[src/bsfe_pkg.sv]
`timescale 1ns / 1ps
`default_nettype none
// ---------------------------------------------------------------------------
// bsfe_pkg
// shared types and constants of the byte stuffing frame encoder
// ---------------------------------------------------------------------------
package bsfe_pkg;

  localparam int unsigned BYTE_W      = 8;
  localparam int unsigned QUEUE_DEPTH = 4;
  localparam int unsigned QPTR_W      = $clog2(QUEUE_DEPTH);
  localparam int unsigned QCNT_W      = $clog2(QUEUE_DEPTH + 1);
  localparam int unsigned CFG_IDX_W   = 2;

  // register indexes of the configuration port
  localparam logic [CFG_IDX_W-1:0] REG_HEADER = 2'd0;
  localparam logic [CFG_IDX_W-1:0] REG_FOOTER = 2'd1;
  localparam logic [CFG_IDX_W-1:0] REG_ESCAPE = 2'd2;

  // reset values of the marker registers
  localparam logic [BYTE_W-1:0] HEADER_RESET = 8'd2;
  localparam logic [BYTE_W-1:0] FOOTER_RESET = 8'd3;
  localparam logic [BYTE_W-1:0] ESCAPE_RESET = 8'd16;

  // most beats in flight between input and output: queue, working entry and
  // output register
  localparam int unsigned MAX_PENDING = QUEUE_DEPTH + 2;

  typedef struct packed {
    logic [BYTE_W-1:0] header_byte;
    logic [BYTE_W-1:0] footer_byte;
    logic [BYTE_W-1:0] escape_byte;
  } markers_t;

  // classified item, as held in the queue
  typedef struct packed {
    logic [BYTE_W-1:0] data_byte;
    logic              need_header;
    logic              need_escape;
    logic              frame_end;
  } cmd_t;

  // queue status towards the front
  typedef struct packed {
    logic full;
    logic nonempty;
  } q_status_t;

endpackage

`default_nettype wire

[src/bsfe_front.sv]
`timescale 1ns / 1ps
`default_nettype none
// ---------------------------------------------------------------------------
// bsfe_front
// accepts payload bytes, tracks the open frame and classifies each byte
// ---------------------------------------------------------------------------
module bsfe_front (
  input  wire logic                     clk,
  input  wire logic                     rst,
  input  wire logic                     in_valid,
  output logic                          in_ready,
  input  wire logic [bsfe_pkg::BYTE_W-1:0] data_byte,
  input  wire logic                     frame_end,
  input  wire bsfe_pkg::markers_t       markers,
  input  wire bsfe_pkg::q_status_t      q_status,
  output logic                          push,
  output bsfe_pkg::cmd_t                push_cmd
);
  import bsfe_pkg::*;

  logic frame_open;
  logic frame_open_next;

  assign in_ready = !q_status.full;
  assign push     = in_valid && in_ready;

  always_comb begin
    push_cmd.data_byte   = data_byte;
    push_cmd.need_header = !frame_open;
    push_cmd.need_escape = (data_byte == markers.escape_byte) ||
                           (data_byte == markers.footer_byte) ||
                           (data_byte == markers.header_byte);
    push_cmd.frame_end   = frame_end;
  end

  always_comb begin
    frame_open_next = frame_open;
    if (push) begin
      frame_open_next = !frame_end;
    end
  end

  always_ff @(posedge clk) begin
    if (rst) begin
      frame_open <= 1'b0;
    end else begin
      frame_open <= frame_open_next;
    end
  end

endmodule

`default_nettype wire

[src/bsfe_queue.sv]
`timescale 1ns / 1ps
`default_nettype none
// ---------------------------------------------------------------------------
// bsfe_queue
// short fifo of classified items between front and back
// ---------------------------------------------------------------------------
module bsfe_queue (
  input  wire logic                clk,
  input  wire logic                rst,
  input  wire logic                push,
  input  wire bsfe_pkg::cmd_t      push_cmd,
  input  wire logic                pop,
  output bsfe_pkg::cmd_t           head_cmd,
  output bsfe_pkg::q_status_t      q_status
);
  import bsfe_pkg::*;

  cmd_t              entries [QUEUE_DEPTH];
  logic [QPTR_W-1:0] wr_ptr;
  logic [QPTR_W-1:0] rd_ptr;
  logic [QCNT_W-1:0] count;

  assign q_status.full     = (count == QCNT_W'(QUEUE_DEPTH));
  assign q_status.nonempty = (count != '0);
  assign head_cmd          = entries[rd_ptr];

  always_ff @(posedge clk) begin
    if (push) begin
      entries[wr_ptr] <= push_cmd;
    end
  end

  always_ff @(posedge clk) begin
    if (rst) begin
      wr_ptr <= '0;
      rd_ptr <= '0;
      count  <= '0;
    end else begin
      if (push) begin
        wr_ptr <= wr_ptr + QPTR_W'(1);
      end
      if (pop) begin
        rd_ptr <= rd_ptr + QPTR_W'(1);
      end
      unique case ({push, pop})
        2'b10:   count <= count + QCNT_W'(1);
        2'b01:   count <= count - QCNT_W'(1);
        default: count <= count;
      endcase
    end
  end

endmodule

`default_nettype wire

[src/bsfe_back.sv]
`timescale 1ns / 1ps
`default_nettype none
// ---------------------------------------------------------------------------
// bsfe_back
// steps through header, escape, data and footer beats of each item
// ---------------------------------------------------------------------------
module bsfe_back (
  input  wire logic                        clk,
  input  wire logic                        rst,
  input  wire bsfe_pkg::markers_t          markers,
  input  wire bsfe_pkg::q_status_t         q_status,
  input  wire bsfe_pkg::cmd_t              head_cmd,
  output logic                             pop,
  output logic                             out_valid,
  input  wire logic                        out_ready,
  output logic [bsfe_pkg::BYTE_W-1:0]      out_byte,
  output logic                             out_last
);
  import bsfe_pkg::*;

  typedef enum logic [4:0] {
    PH_HDR  = 5'b00001,
    PH_ESC  = 5'b00010,
    PH_DATA = 5'b00100,
    PH_FT1  = 5'b01000,
    PH_FT2  = 5'b10000
  } phase_t;

  typedef struct packed {
    phase_t phase;
    logic   fin;
  } step_t;

  function automatic step_t next_step(phase_t ph, cmd_t c);
    step_t s;
    s.fin   = 1'b0;
    s.phase = PH_DATA;
    unique case (ph)
      PH_HDR:  s.phase = c.need_escape ? PH_ESC : PH_DATA;
      PH_ESC:  s.phase = PH_DATA;
      PH_DATA: begin
        s.phase = PH_FT1;
        s.fin   = !c.frame_end;
      end
      PH_FT1:  s.phase = PH_FT2;
      PH_FT2:  s.fin   = 1'b1;
      default: s.fin   = 1'b1;
    endcase
    return s;
  endfunction

  logic   busy;
  cmd_t   work_cmd;
  phase_t work_phase;

  cmd_t              src_cmd;
  phase_t            src_phase;
  step_t             nxt;
  logic              out_free;
  logic              emit;
  logic [BYTE_W-1:0] emit_byte;

  assign out_free = !out_valid || out_ready;
  assign emit     = out_free && (busy || q_status.nonempty);
  assign pop      = emit && !busy;

  always_comb begin
    src_cmd = busy ? work_cmd : head_cmd;
    if (busy) begin
      src_phase = work_phase;
    end else if (head_cmd.need_header) begin
      src_phase = PH_HDR;
    end else if (head_cmd.need_escape) begin
      src_phase = PH_ESC;
    end else begin
      src_phase = PH_DATA;
    end
    nxt = next_step(src_phase, src_cmd);
  end

  always_comb begin
    unique case (src_phase)
      PH_HDR:  emit_byte = markers.header_byte;
      PH_ESC:  emit_byte = markers.escape_byte;
      PH_DATA: emit_byte = src_cmd.data_byte;
      PH_FT1:  emit_byte = markers.footer_byte;
      PH_FT2:  emit_byte = markers.footer_byte;
      default: emit_byte = src_cmd.data_byte;
    endcase
  end

  // control
  always_ff @(posedge clk) begin
    if (rst) begin
      busy      <= 1'b0;
      out_valid <= 1'b0;
    end else begin
      if (emit) begin
        busy      <= !nxt.fin;
        out_valid <= 1'b1;
      end else if (out_ready) begin
        out_valid <= 1'b0;
      end
    end
  end

  // payload
  always_ff @(posedge clk) begin
    if (emit) begin
      work_cmd   <= src_cmd;
      work_phase <= nxt.phase;
      out_byte   <= emit_byte;
      out_last   <= nxt.fin;
    end
  end

endmodule

`default_nettype wire

[src/byte_stuffing_frame_encoder_unit.sv]
`timescale 1ns / 1ps
`default_nettype none
// ---------------------------------------------------------------------------
// byte_stuffing_frame_encoder_unit
// streaming byte stuffing framer with configurable header, footer and escape
// ---------------------------------------------------------------------------
// Each input beat carries one payload byte and a frame_end flag and yields
// one to five output beats: the header byte when no frame is open, an escape
// byte when the payload equals any marker, the payload byte itself, and two
// footer bytes after the last byte of a frame; out_last marks the final beat
// of each item. The output port moves one byte a cycle while out_ready
// allows it; an escaped byte inside a frame gives two beats, and the output
// register sets the sustained rate. A four-entry queue parts the input
// front from the output sequencer, so input beats keep being taken while
// the output stalls until the queue fills. The marker registers are written
// through cfg_we/cfg_index/cfg_data (index 0 header, 1 footer, 2 escape,
// 3 ignored) and should only change while idle.
// ---------------------------------------------------------------------------
module byte_stuffing_frame_encoder_unit (
  input  wire logic                             clk,
  input  wire logic                             rst,
  // configuration write port
  input  wire logic                             cfg_we,
  input  wire logic [bsfe_pkg::CFG_IDX_W-1:0]   cfg_index,
  input  wire logic [bsfe_pkg::BYTE_W-1:0]      cfg_data,
  // input beats
  input  wire logic                             in_valid,
  output logic                                  in_ready,
  input  wire logic [bsfe_pkg::BYTE_W-1:0]      data_byte,
  input  wire logic                             frame_end,
  // output beats
  output logic                                  out_valid,
  input  wire logic                             out_ready,
  output logic [bsfe_pkg::BYTE_W-1:0]           out_byte,
  output logic                                  out_last
);
  import bsfe_pkg::*;

  markers_t  markers;
  q_status_t q_status;
  cmd_t      push_cmd;
  cmd_t      head_cmd;
  logic      push;
  logic      pop;

  // marker registers, unknown index is dropped
  always_ff @(posedge clk) begin
    if (rst) begin
      markers.header_byte <= HEADER_RESET;
      markers.footer_byte <= FOOTER_RESET;
      markers.escape_byte <= ESCAPE_RESET;
    end else if (cfg_we) begin
      unique case (cfg_index)
        REG_HEADER: markers.header_byte <= cfg_data;
        REG_FOOTER: markers.footer_byte <= cfg_data;
        REG_ESCAPE: markers.escape_byte <= cfg_data;
        default:    markers <= markers;
      endcase
    end
  end

  // front: accept and classify, owns the frame open flag
  bsfe_front u_front (
    .clk       (clk),
    .rst       (rst),
    .in_valid  (in_valid),
    .in_ready  (in_ready),
    .data_byte (data_byte),
    .frame_end (frame_end),
    .markers   (markers),
    .q_status  (q_status),
    .push      (push),
    .push_cmd  (push_cmd)
  );

  // queue of classified items
  bsfe_queue u_queue (
    .clk      (clk),
    .rst      (rst),
    .push     (push),
    .push_cmd (push_cmd),
    .pop      (pop),
    .head_cmd (head_cmd),
    .q_status (q_status)
  );

  // back: one output beat a cycle into the output register while it is free
  bsfe_back u_back (
    .clk       (clk),
    .rst       (rst),
    .markers   (markers),
    .q_status  (q_status),
    .head_cmd  (head_cmd),
    .pop       (pop),
    .out_valid (out_valid),
    .out_ready (out_ready),
    .out_byte  (out_byte),
    .out_last  (out_last)
  );

endmodule

`default_nettype wire

[config.mk]
export PLATFORM = sky130hd
export DESIGN_NAME = byte_stuffing_frame_encoder_unit
export DESIGN_NICKNAME = d
export VERILOG_FILES = /design/src/bsfe_pkg.sv /design/src/bsfe_front.sv /design/src/bsfe_queue.sv /design/src/bsfe_back.sv /design/src/byte_stuffing_frame_encoder_unit.sv
export SDC_FILE = /design/constraint.sdc
export NUM_CORES = 1
export LEC_CHECK = 0
export BUFFER_PORTS_ARGS = -buffer_cell sky130_fd_sc_hd__buf_2
export CORE_MARGIN = 3
export CORE_UTILIZATION = 35
export CTS_BUF_LIST = sky130_fd_sc_hd__clkbuf_16
export CTS_CLUSTER_SIZE = 40
export DETAILED_ROUTE_END_ITERATION = 10
export GPL_TIMING_DRIVEN = 0
export PLACE_DENSITY = 0.51
export SYNTH_ARGS = -nofsm -noshare
export SYNTH_HDL_FRONTEND = slang
export SYNTH_HIERARCHICAL = 1
export SYNTH_SLANG_ARGS = --single-unit
[constraint.sdc]
create_clock -name clk -period 3.3 [get_ports clk]
set_clock_uncertainty 0.2 [all_clocks]
set_input_delay 0.33 -clock clk [delete_from_list [all_inputs] [get_ports clk]]
set_output_delay 0.33 -clock clk [all_outputs]
set_load 0.02 [all_outputs]
### Word-level counts from Yosys, hierarchy flattened

Memory sizes are Yosys's and may differ from the RTL's. A register that Yosys moved wholly into a read port is not among the register bits.
Index checks and enable logic that the tools add are counted.

| word-level totals | value |
|---|---|
| flip-flop bits (word level) | 59 |
| bits in latches | 0 |
| bits in writable memories | 44 |
| bits in read-only memories | 0 |
| word-level logic and storage cells | 74 |
| memories | 1 |

Memory list:

| memory | words | width | rd ports | clocked after Yosys merged registers in | wr ports | line | RTL |
|---|---|---|---|---|---|---|---|
| u_queue.entries | 4 | 11 | 1 | 1 | 1 | bsfe_queue.sv:18 | `cmd_t entries [QUEUE_DEPTH];` |

| cells by class | value |
|---|---|
| add/subtract/negate cells | 4 |
| multipliers | 0 |
| div/mod/pow operators | 0 |
| magnitude comparators | 0 |
| eq/ne operators | 13 |
| shift operators | 0 |
| muxes and demuxes | 15 |
| bitwise operators | 1 |
| reductions and logical operators | 24 |

Operators by type and width:

| operator | number |
|---|---|
| 8-bit equality test | 3 |
| 8-bit one-hot mux with 3 select lines | 1 |
| 5-bit one-hot mux with 3 select lines | 1 |
| 11-bit two-way mux | 1 |
| 5-bit two-way mux | 2 |
| 2-bit AND reduction | 4 |
| 1-bit logical NOT | 7 |
| 3-bit two-way mux | 2 |
| 3-bit one-hot mux with 2 select lines | 1 |
| 5-bit by 1-bit equality test with 1-bit output, second input constant | 1 |
| 5-bit by 2-bit equality test with 1-bit output, second input constant | 1 |
| 5-bit by 3-bit equality test with 1-bit output, second input constant | 1 |
| 5-bit by 4-bit equality test with 1-bit output, second input constant | 1 |
| 5-bit equality test, second input constant | 1 |
| 2-bit by 1-bit adder with 2-bit output, second input constant | 2 |
| 2-bit by 1-bit equality test with 1-bit output, second input constant | 2 |
| 2-bit equality test, second input constant | 2 |
| 1-bit logical OR | 4 |
| 1-bit two-way mux | 4 |
| 2-bit two-way mux | 2 |
| 2-bit nonzero test | 2 |
| 3-bit by 1-bit adder with 3-bit output, second input constant | 1 |
| 3-bit equality test, second input constant | 1 |
| 1-bit logical AND | 3 |
| 7 further kinds | 7 |

### Longest topological paths before layout

Gate-level depths: netlist (run 1).

| logic depth | value |
|---|---|
| depth in word-level cells | 7 |
| gate-level depth with buffers | 8 |
| mapped depth without buffers | 8 |

### By module

Netlist (run 1), hierarchy kept.

Modules (own cells, without submodules):

| module | times used | cells each | area an instance (µm²) | seq. area each (µm²) |
|---|---|---|---|---|
| bsfe_queue | 1 | 100 | 2015.7 | 1501.4 |
| bsfe_back | 1 | 92 | 1236.2 | 700.7 |
| byte_stuffing_frame_encoder_unit | 1 | 93 | 987.2 | 480.5 |
| bsfe_front | 1 | 48 | 380.4 | 20.0 |

### Worst setup path before layout (run 1)

Ideal clock, no wire load.

| timing | value |
|---|---|
| path type | register -> register |
| start point | register u_queue.count[0] |
| end point | register u_queue.count[2] |
| setup time | 0.070 ns |
| arrival time | 2.121 ns |
| path slack | 0.909 ns |
| cell stages (with the launch flop) | 9 |
| cells stage by stage | dfxtp_1 > nor3b_1 > nor2b_1 > inv_1 > ha_1 > fa_1 > xnor2_1 > or3_1 > a21oi_1 |

RTL lines:

| what | line | RTL |
|---|---|---|
| start, declared | bsfe_queue.sv:21 | `logic [QCNT_W-1:0] count;` |
| start signal, assigned | bsfe_queue.sv:46 | `2'b10: count <= count + QCNT_W'(1);` |
| start signal, assigned | bsfe_queue.sv:47 | `2'b01: count <= count - QCNT_W'(1);` |
| start signal, assigned | bsfe_queue.sv:48 | `default: count <= count;` |

==> results.yml, run 1 <==
cells_and_area:
  stdcell_count: 557
  num_antenna_cells: 0
  fin_nets: 410
  area_delta_synth_final_pct: 15.1
  post_route_cells_drive_above_1_share_pct: 21.8
place:
  dp.final_hpwl_um: 6850
  pre_cts_ws_ns: 0.664
  place.gp.congestion: 0.757
  io_buffers: 34
  place_inst: 540
yosys:
  yosysWarnings: 6
  synthDistinctLibCells: 47
  ys_seq_elements: 102
  synth_area_per_cell_um2: 13.9
  synth_cells: 333
  seq_area_frac_synth_pct: 58.5
  synth_nets: 363
  synth_area_um2: 4620
run_status:
  status: "finished clean"
sta:
  layout_min_cycle_time_ns: 2.65
  post-route-period-util_pct: 80.2
  setup_viol: 0
  setup_slack_ns: 0.655
  max_freq_ghz: 0.378
  slew_headroom_pct: 48.5
  rsz0062_at_grt: "false"
  hold_viol: 0
  tightest_slew_ns: 0.768
  whs_ns: 0.0607
  setup_tns_ns: 0
  slew_viol_final: 0
routing:
  antenna_left: 0
  wl_per_cell_um: 17.2
  num_vias: 2751
  first_pass_iters: 4
  drt_wl_total_um: 9580
  drt_iter0_markers: 107
  avgViaCountPerCell: 4.94
  drc: 0
die:
  die_area_um2: 14600
  row_count: 41
  dieWidth_um: 121
  io_pins: 35
  die_h_um: 121
  core_um2: 12800
  initial_core_util_pct: 36.2
clock_tree:
  hold_buffers: 1
  cts.sinks: 102
  clk_latency_ns: 0.35
  cts_setup_buffers: 0
  clk_pin_slew_ns: 0.07
  htreeDepth: 3
  cts_tree: "built"
  root_buffer: "clkbuf_16"
  clk_path_buf_depth: 2
  cts_resized: 0
  cts_inserted_buffers: 9
hold_path:
  hold_end: "markers[1]$_SDFFE_PP0P_"
  hold_class: "in2reg"
  hold_path_startpoint: "cfg_data[1]"
  worstHoldPathCells: 3
worst_setup_path:
  cp-end-kind: "register"
  cp_max_fo: 9
  crit_slowest_cell: "nor2b_1"
  critical_path_class: "reg2reg"
  start_kind: "register"
  crit_path_cell_trace: "nor3b_1, nor2b_1, inv_1, ha_1, fa_1, xnor2_1, or3_1, a21oi_1"
  cp.arrival_ns: 2.72
  reg2reg_slack_ns: 0.65
  rr_startpoint: "u_queue/count[0]$_SDFFE_PP0P_"
  cp.required_ns: 3.38
  max_stage_delay_ns: 0.49
  r2r-end: "u_queue/count[2]$_SDFFE_PP0P_"
  reg2reg_depth: 8
grt:
  grt_util_all_layers_pct: 14.0
  grt_remaining_overflow: 0
  antenna_found_initial: 0
  grt_pass1_wl_um: 15200
  grt_max_degree: 18
  first_global_vias: 2717
power:
  peakVddDrop_mv: 0.316
  leakagePower_nw: 1.99
  p_per_area_nw_per_um2: 807
job:
  drv_cap: 0
metrics by stage:
step | power (W) | cell area (um^2) | util, %
floorplan | 0.00288 | 4620 | -
detailed placement | 0.00331 | 5020 | 39.3
finish | 0.00429 | 5320 | 41.6
global route | 0.00454 | 5320 | 41.6
CTS | 0.00435 | 5320 | 41.6
global placement | 0.00326 | 5000 | 39.2
cell usage in the layout, fill, tap and decap left out, types with 5 or more instances in the layout:
cell type / instances
xnor2_1: 11
buf_4: 12
nand2b_1: 30
mux4_2: 10
clkbuf_1: 5
a22o_1: 8
edfxtp_1: 66
mux2_1: 5
nor2_1: 19
nor2b_1: 5
ha_1: 5
clkbuf_16: 9
mux2i_1: 26
nand2_1: 5
xor2_1: 20
buf_2: 38
inv_1: 8
a221o_1: 8
dfxtp_1: 36
registers in the layout, summed over array words and instances (netlist names), named ones only:
register / cells
u_queue/count: 3
u_back/out_valid: 1
u_queue/wr_ptr: 2
u_back/busy: 1
u_back/out_last: 1
u_queue/entries: 44
u_back/work_cmd: 9
markers: 24
u_queue/rd_ptr: 2
u_back/out_byte: 8
u_back/work_phase: 4
u_front/frame_open: 1
critical path, delay by kind of cell, from the launching register on:
kind	cells	cell delay [ns]
AOI/OAI and AO/OA	1	0.14
xor gates and xnor gates	1	0.14
adders and majority gates	2	0.71
buffers and inverters	1	0.10
DFF	1	0.41
and+or+nand+nor	3	0.87
kinds of logic after synthesis:
group	share of synthesized area [%]
adders and majority gates	1.79
AOI/OAI and AO/OA	6.04
buffers and inverters	3.60
and+or+nand+nor	10.6
muxes	13.3
xor gates and xnor gates	6.23
DFF	58.5
cells in the mapped netlist (all sizes together):
library cell / count / share of area [%]
clkbuf: 5 / 0.41
mux2: 9 / 2.2
nor3b: 2 / 0.32
o21ai: 4 / 0.43
nor3: 1 / 0.22
o211ai: 1 / 0.27
a211oi: 2 / 0.32
o41ai: 1 / 0.19
buf: 17 / 2.6
nand3b: 1 / 0.16
ha: 5 / 1.4
a221o: 8 / 1.7
dfxtp: 36 / 16
nand4: 2 / 0.27
mux4: 11 / 5.4
nand4b: 1 / 0.19
and2: 4 / 0.54
fa: 1 / 0.43
and3: 3 / 0.41
o311ai: 1 / 0.19
edfxtp: 66 / 43
o31ai: 1 / 0.16
inv: 7 / 0.57
a31oi: 1 / 0.14
xnor2: 12 / 2.4
nand2: 5 / 0.41
o31a: 1 / 0.19
and3b: 3 / 0.57
mux2i: 26 / 5.6
nand2b: 30 / 4.1
nand3: 1 / 0.11
nor2: 20 / 1.6
or3: 2 / 0.27
xor2: 20 / 3.8
nor2b: 5 / 0.68
a21oi: 4 / 0.43
a22o: 8 / 1.5
or3b: 1 / 0.19
nor4: 4 / 0.54
o311a: 1 / 0.46
layout make-up:
cell class | count | area (um^2)
clock buffer | 9 | 225
multi-input combinational | 202 | 1750
timing repair buffer | 36 | 195
buffer | 22 | 140
inverter | 7 | 26.3
fill | 1180 | 7460
sequential | 102 | 2700
tap | 172 | 215
clock inverter | 7 | 57.6
metal layers:
| layer | routed length (um) | GRT usage, % | vias up |
|---|---|---|---|
| li1 | - | - | 1319 |
| met1 | 4610 | 19.9 | 1372 |
| met2 | 4430 | 21.1 | 47 |
| met3 | 350 | 2.38 | 13 |
| met4 | 183 | 5.95 | 0 |
| met5 | 0 | 0 | - |
worst max path at each step:
stage	start	end
2_1_floorplan	u_queue/count[0]$_SDFFE_PP0P_	u_queue/count[2]$_SDFFE_PP0P_
3_3_place_gp	u_back/busy$_SDFFE_PP0P_	u_back/out_byte[1]$_DFFE_PP_
4_1_cts	u_queue/count[0]$_SDFFE_PP0P_	u_queue/count[2]$_SDFFE_PP0P_
3_5_place_dp	u_queue/count[0]$_SDFFE_PP0P_	u_queue/count[2]$_SDFFE_PP0P_
6_report	u_queue/count[0]$_SDFFE_PP0P_	u_queue/count[2]$_SDFFE_PP0P_
5_1_grt	u_queue/count[0]$_SDFFE_PP0P_	u_queue/count[2]$_SDFFE_PP0P_
where the power goes:
group | internal, W | leakage (nW) | switching (W)
clock | 0.000576 | 0.143 | 0.000439
sequential | 0.00175 | 0.912 | 0.000133
combinational | 0.000587 | 0.938 | 0.000807
Power figures use the tool's default switching activity.
==> run 2: changes to the inputs <==
Clock period 3.3 ns to 2.72 ns, I/O delays scaled along.
==> run 2 against run 1 <==
- wire length is essentially flat
- die area did not move
- final area is 0.42% higher
- maximum frequency rose by 4.6%
- worst setup slack worse by 0.46 ns
- global-route usage about the same
- worst hold slack worse by 0.045 ns
- via count rose by 0.29%
- critical path depth down 1
- sequential power is 21% higher
- non-clock buffer count up 2
- first-iteration DRC count rose by 3.7%
==> results.yml, run 2 (synthesis results as in run 1) <==
cells_and_area:
  largest_reg_flops: 44
  final_cell_area_um2: 5340
  layout_commonest_cell: "edfxtp_1"
  final_cell_mix: "edfxtp_1 (66), buf_2 (38), dfxtp_1 (36), nand2b_1 (30), mux2i_1 (26)"
  top_regs: "u_queue/entries x44, markers x24, u_back/work_cmd x9"
  fin_nets: 412
  num_antenna_cells: 0
  area_delta_synth_final_pct: 15.5
  fill_cells: 1178
  fin_util_pct: 41.8
  top_register: "u_queue/entries"
  stdcell_count: 559
  post_route_cells_drive_above_1_share_pct: 22.0
clock_tree:
  cts.sinks: 102
  cts_inserted_buffers: 9
  root_buffer: "clkbuf_16"
  clk_pin_slew_ns: 0.07
  cts_setup_buffers: 0
  cts_tree: "built"
  clk_latency_ns: 0.35
  clk_path_buf_depth: 2
  htreeDepth: 3
power:
  fin_total_pwr_w: 0.00520
  peakVddDrop_mv: 0.383
  p_per_area_nw_per_um2: 975
  leakagePower_nw: 2.00
sta:
  whs_ns: 0.0157
  slew_viol_final: 0
  max_freq_ghz: 0.396
  post-route-period-util_pct: 92.9
  layout_min_cycle_time_ns: 2.53
  setup_viol: 0
  slew_headroom_pct: 50.5
  rsz0062_at_grt: "false"
  hold_viol: 0
  tightest_slew_ns: 0.737
routing:
  wl_met3_um: 345
  antenna_left: 0
  dr_wl_met2_um: 4430
  first_pass_iters: 4
  drc: 0
  wl_met1_um: 4620
  num_vias: 2759
  wl_per_cell_um: 17.1
  highest_layer: "met4"
  drt_iter0_markers: 111
  avgViaCountPerCell: 4.94
  drt_wl_total_um: 9580
worst_setup_path:
  cp-end-kind: "register"
  start_kind: "register"
  crit_slowest_cell: "fa_1"
  critical_path_class: "reg2reg"
  cp.arrival_ns: 2.60
  crit_path_cell_trace: "or3_1, and3_1, ha_1, fa_1, xnor2_1, or3_1, a21oi_1"
  cp.required_ns: 2.79
  cp_max_fo: 4
  max_stage_delay_ns: 0.45
  crit_top_cell: "or3_1"
grt:
  grt_util_all_layers_pct: 14.0
  antenna_found_initial: 0
  first_global_vias: 2722
  grt_max_degree: 18
  grt_remaining_overflow: 0
  grt_pass1_wl_um: 15200
run_status:
  status: "finished clean"
hold_path:
  hold_class: "in2reg"
die:
  io_pins: 35
  row_count: 41
  die_area_um2: 14600
  core_um2: 12800
  dieWidth_um: 121
  initial_core_util_pct: 36.2
  die_h_um: 121
place:
  postPlaceCellArea_um2: 5020
  dp.final_hpwl_um: 6850
  place_inst: 540
  io_buffers: 34
  place.gp.congestion: 0.757
job:
  drv_cap: 0
==> run 2: cell count changes in the layout (fill, tap and decap cells not counted), sizes merged <==
| cell | change |
|---|---|
| dlygate4sd3 | +2 |
==> run 2: per-stage QoR <==
step	setup slack [ns]	setup TNS, ns
2_1_floorplan	0.329	0
3_3_place_gp	-0.430	-9.42
3_5_place_dp	0.0836	0
4_1_cts	0.0480	0
5_1_grt	0.0962	0
6_report	0.192	0
==> run 2: path summary, 6_finish.rpt <==
kind	startpoint	endpoint	slack [ns]	cells past startpoint
worst max-delay path	u_queue/count[1]$_SDFFE_PP0P_	u_queue/count[2]$_SDFFE_PP0P_	0.19	7
worst min-delay path	cfg_data[0]	markers[8]$_SDFFE_PP1P_	0.02	3
worst max register to register	u_queue/count[1]$_SDFFE_PP0P_	u_queue/count[2]$_SDFFE_PP0P_	0.19	7
worst min register to register	markers[15]$_SDFFE_PP0P_	markers[15]$_SDFFE_PP0P_	0.31	2
==> run 2: layer usage <==
metal	vias up	global-route usage, %
met2	45	21.1
met1	1378	20.0
met5	-	0
met4	0	5.95
li1	1323	-
met3	13	2.38
==> run 2: area by class of cell <==
| type | instances | area (um^2) | share of cell area, % |
|---|---|---|---|
| timing repair buffer | 38 | 215 | 4.03 |
| inverter | 7 | 26.3 | 0.492 |
| buffer | 22 | 140 | 2.63 |
| clock buffer | 9 | 225 | 4.22 |
| tap | 172 | 215 | 4.03 |
| multi-input combinational | 202 | 1760 | 32.9 |
| clock inverter | 7 | 57.6 | 1.08 |
| sequential | 102 | 2700 | 50.6 |
==> run 2: power by group <==
part	leakage, nW	switching (W)	total, W	internal, W
combinational	0.947	0.000978	0.00169	0.000714
sequential	0.912	0.000160	0.00228	0.00212
clock	0.143	0.000535	0.00123	0.000698
total	2.00	0.00167	0.00520	0.00353
==> run 2: repair_timing <==
item                                    in CTS  in global routing
hold buffers                                 3                  0
endpoints found under the setup margin       0                  1
gates resized for setup                      0                  1
endpoints found under the hold margin        3                  0
==> run 2: critical path, delay by kind of cell, from the launching register on <==
kind | cells | cell delay (ns)
XOR/XNOR | 1 | 0.14
AO/OA/AOI/OAI | 1 | 0.14
flip-flops | 1 | 0.34
AND/OR/NAND/NOR | 3 | 0.95
adder cells (fa/ha/maj) | 2 | 0.69
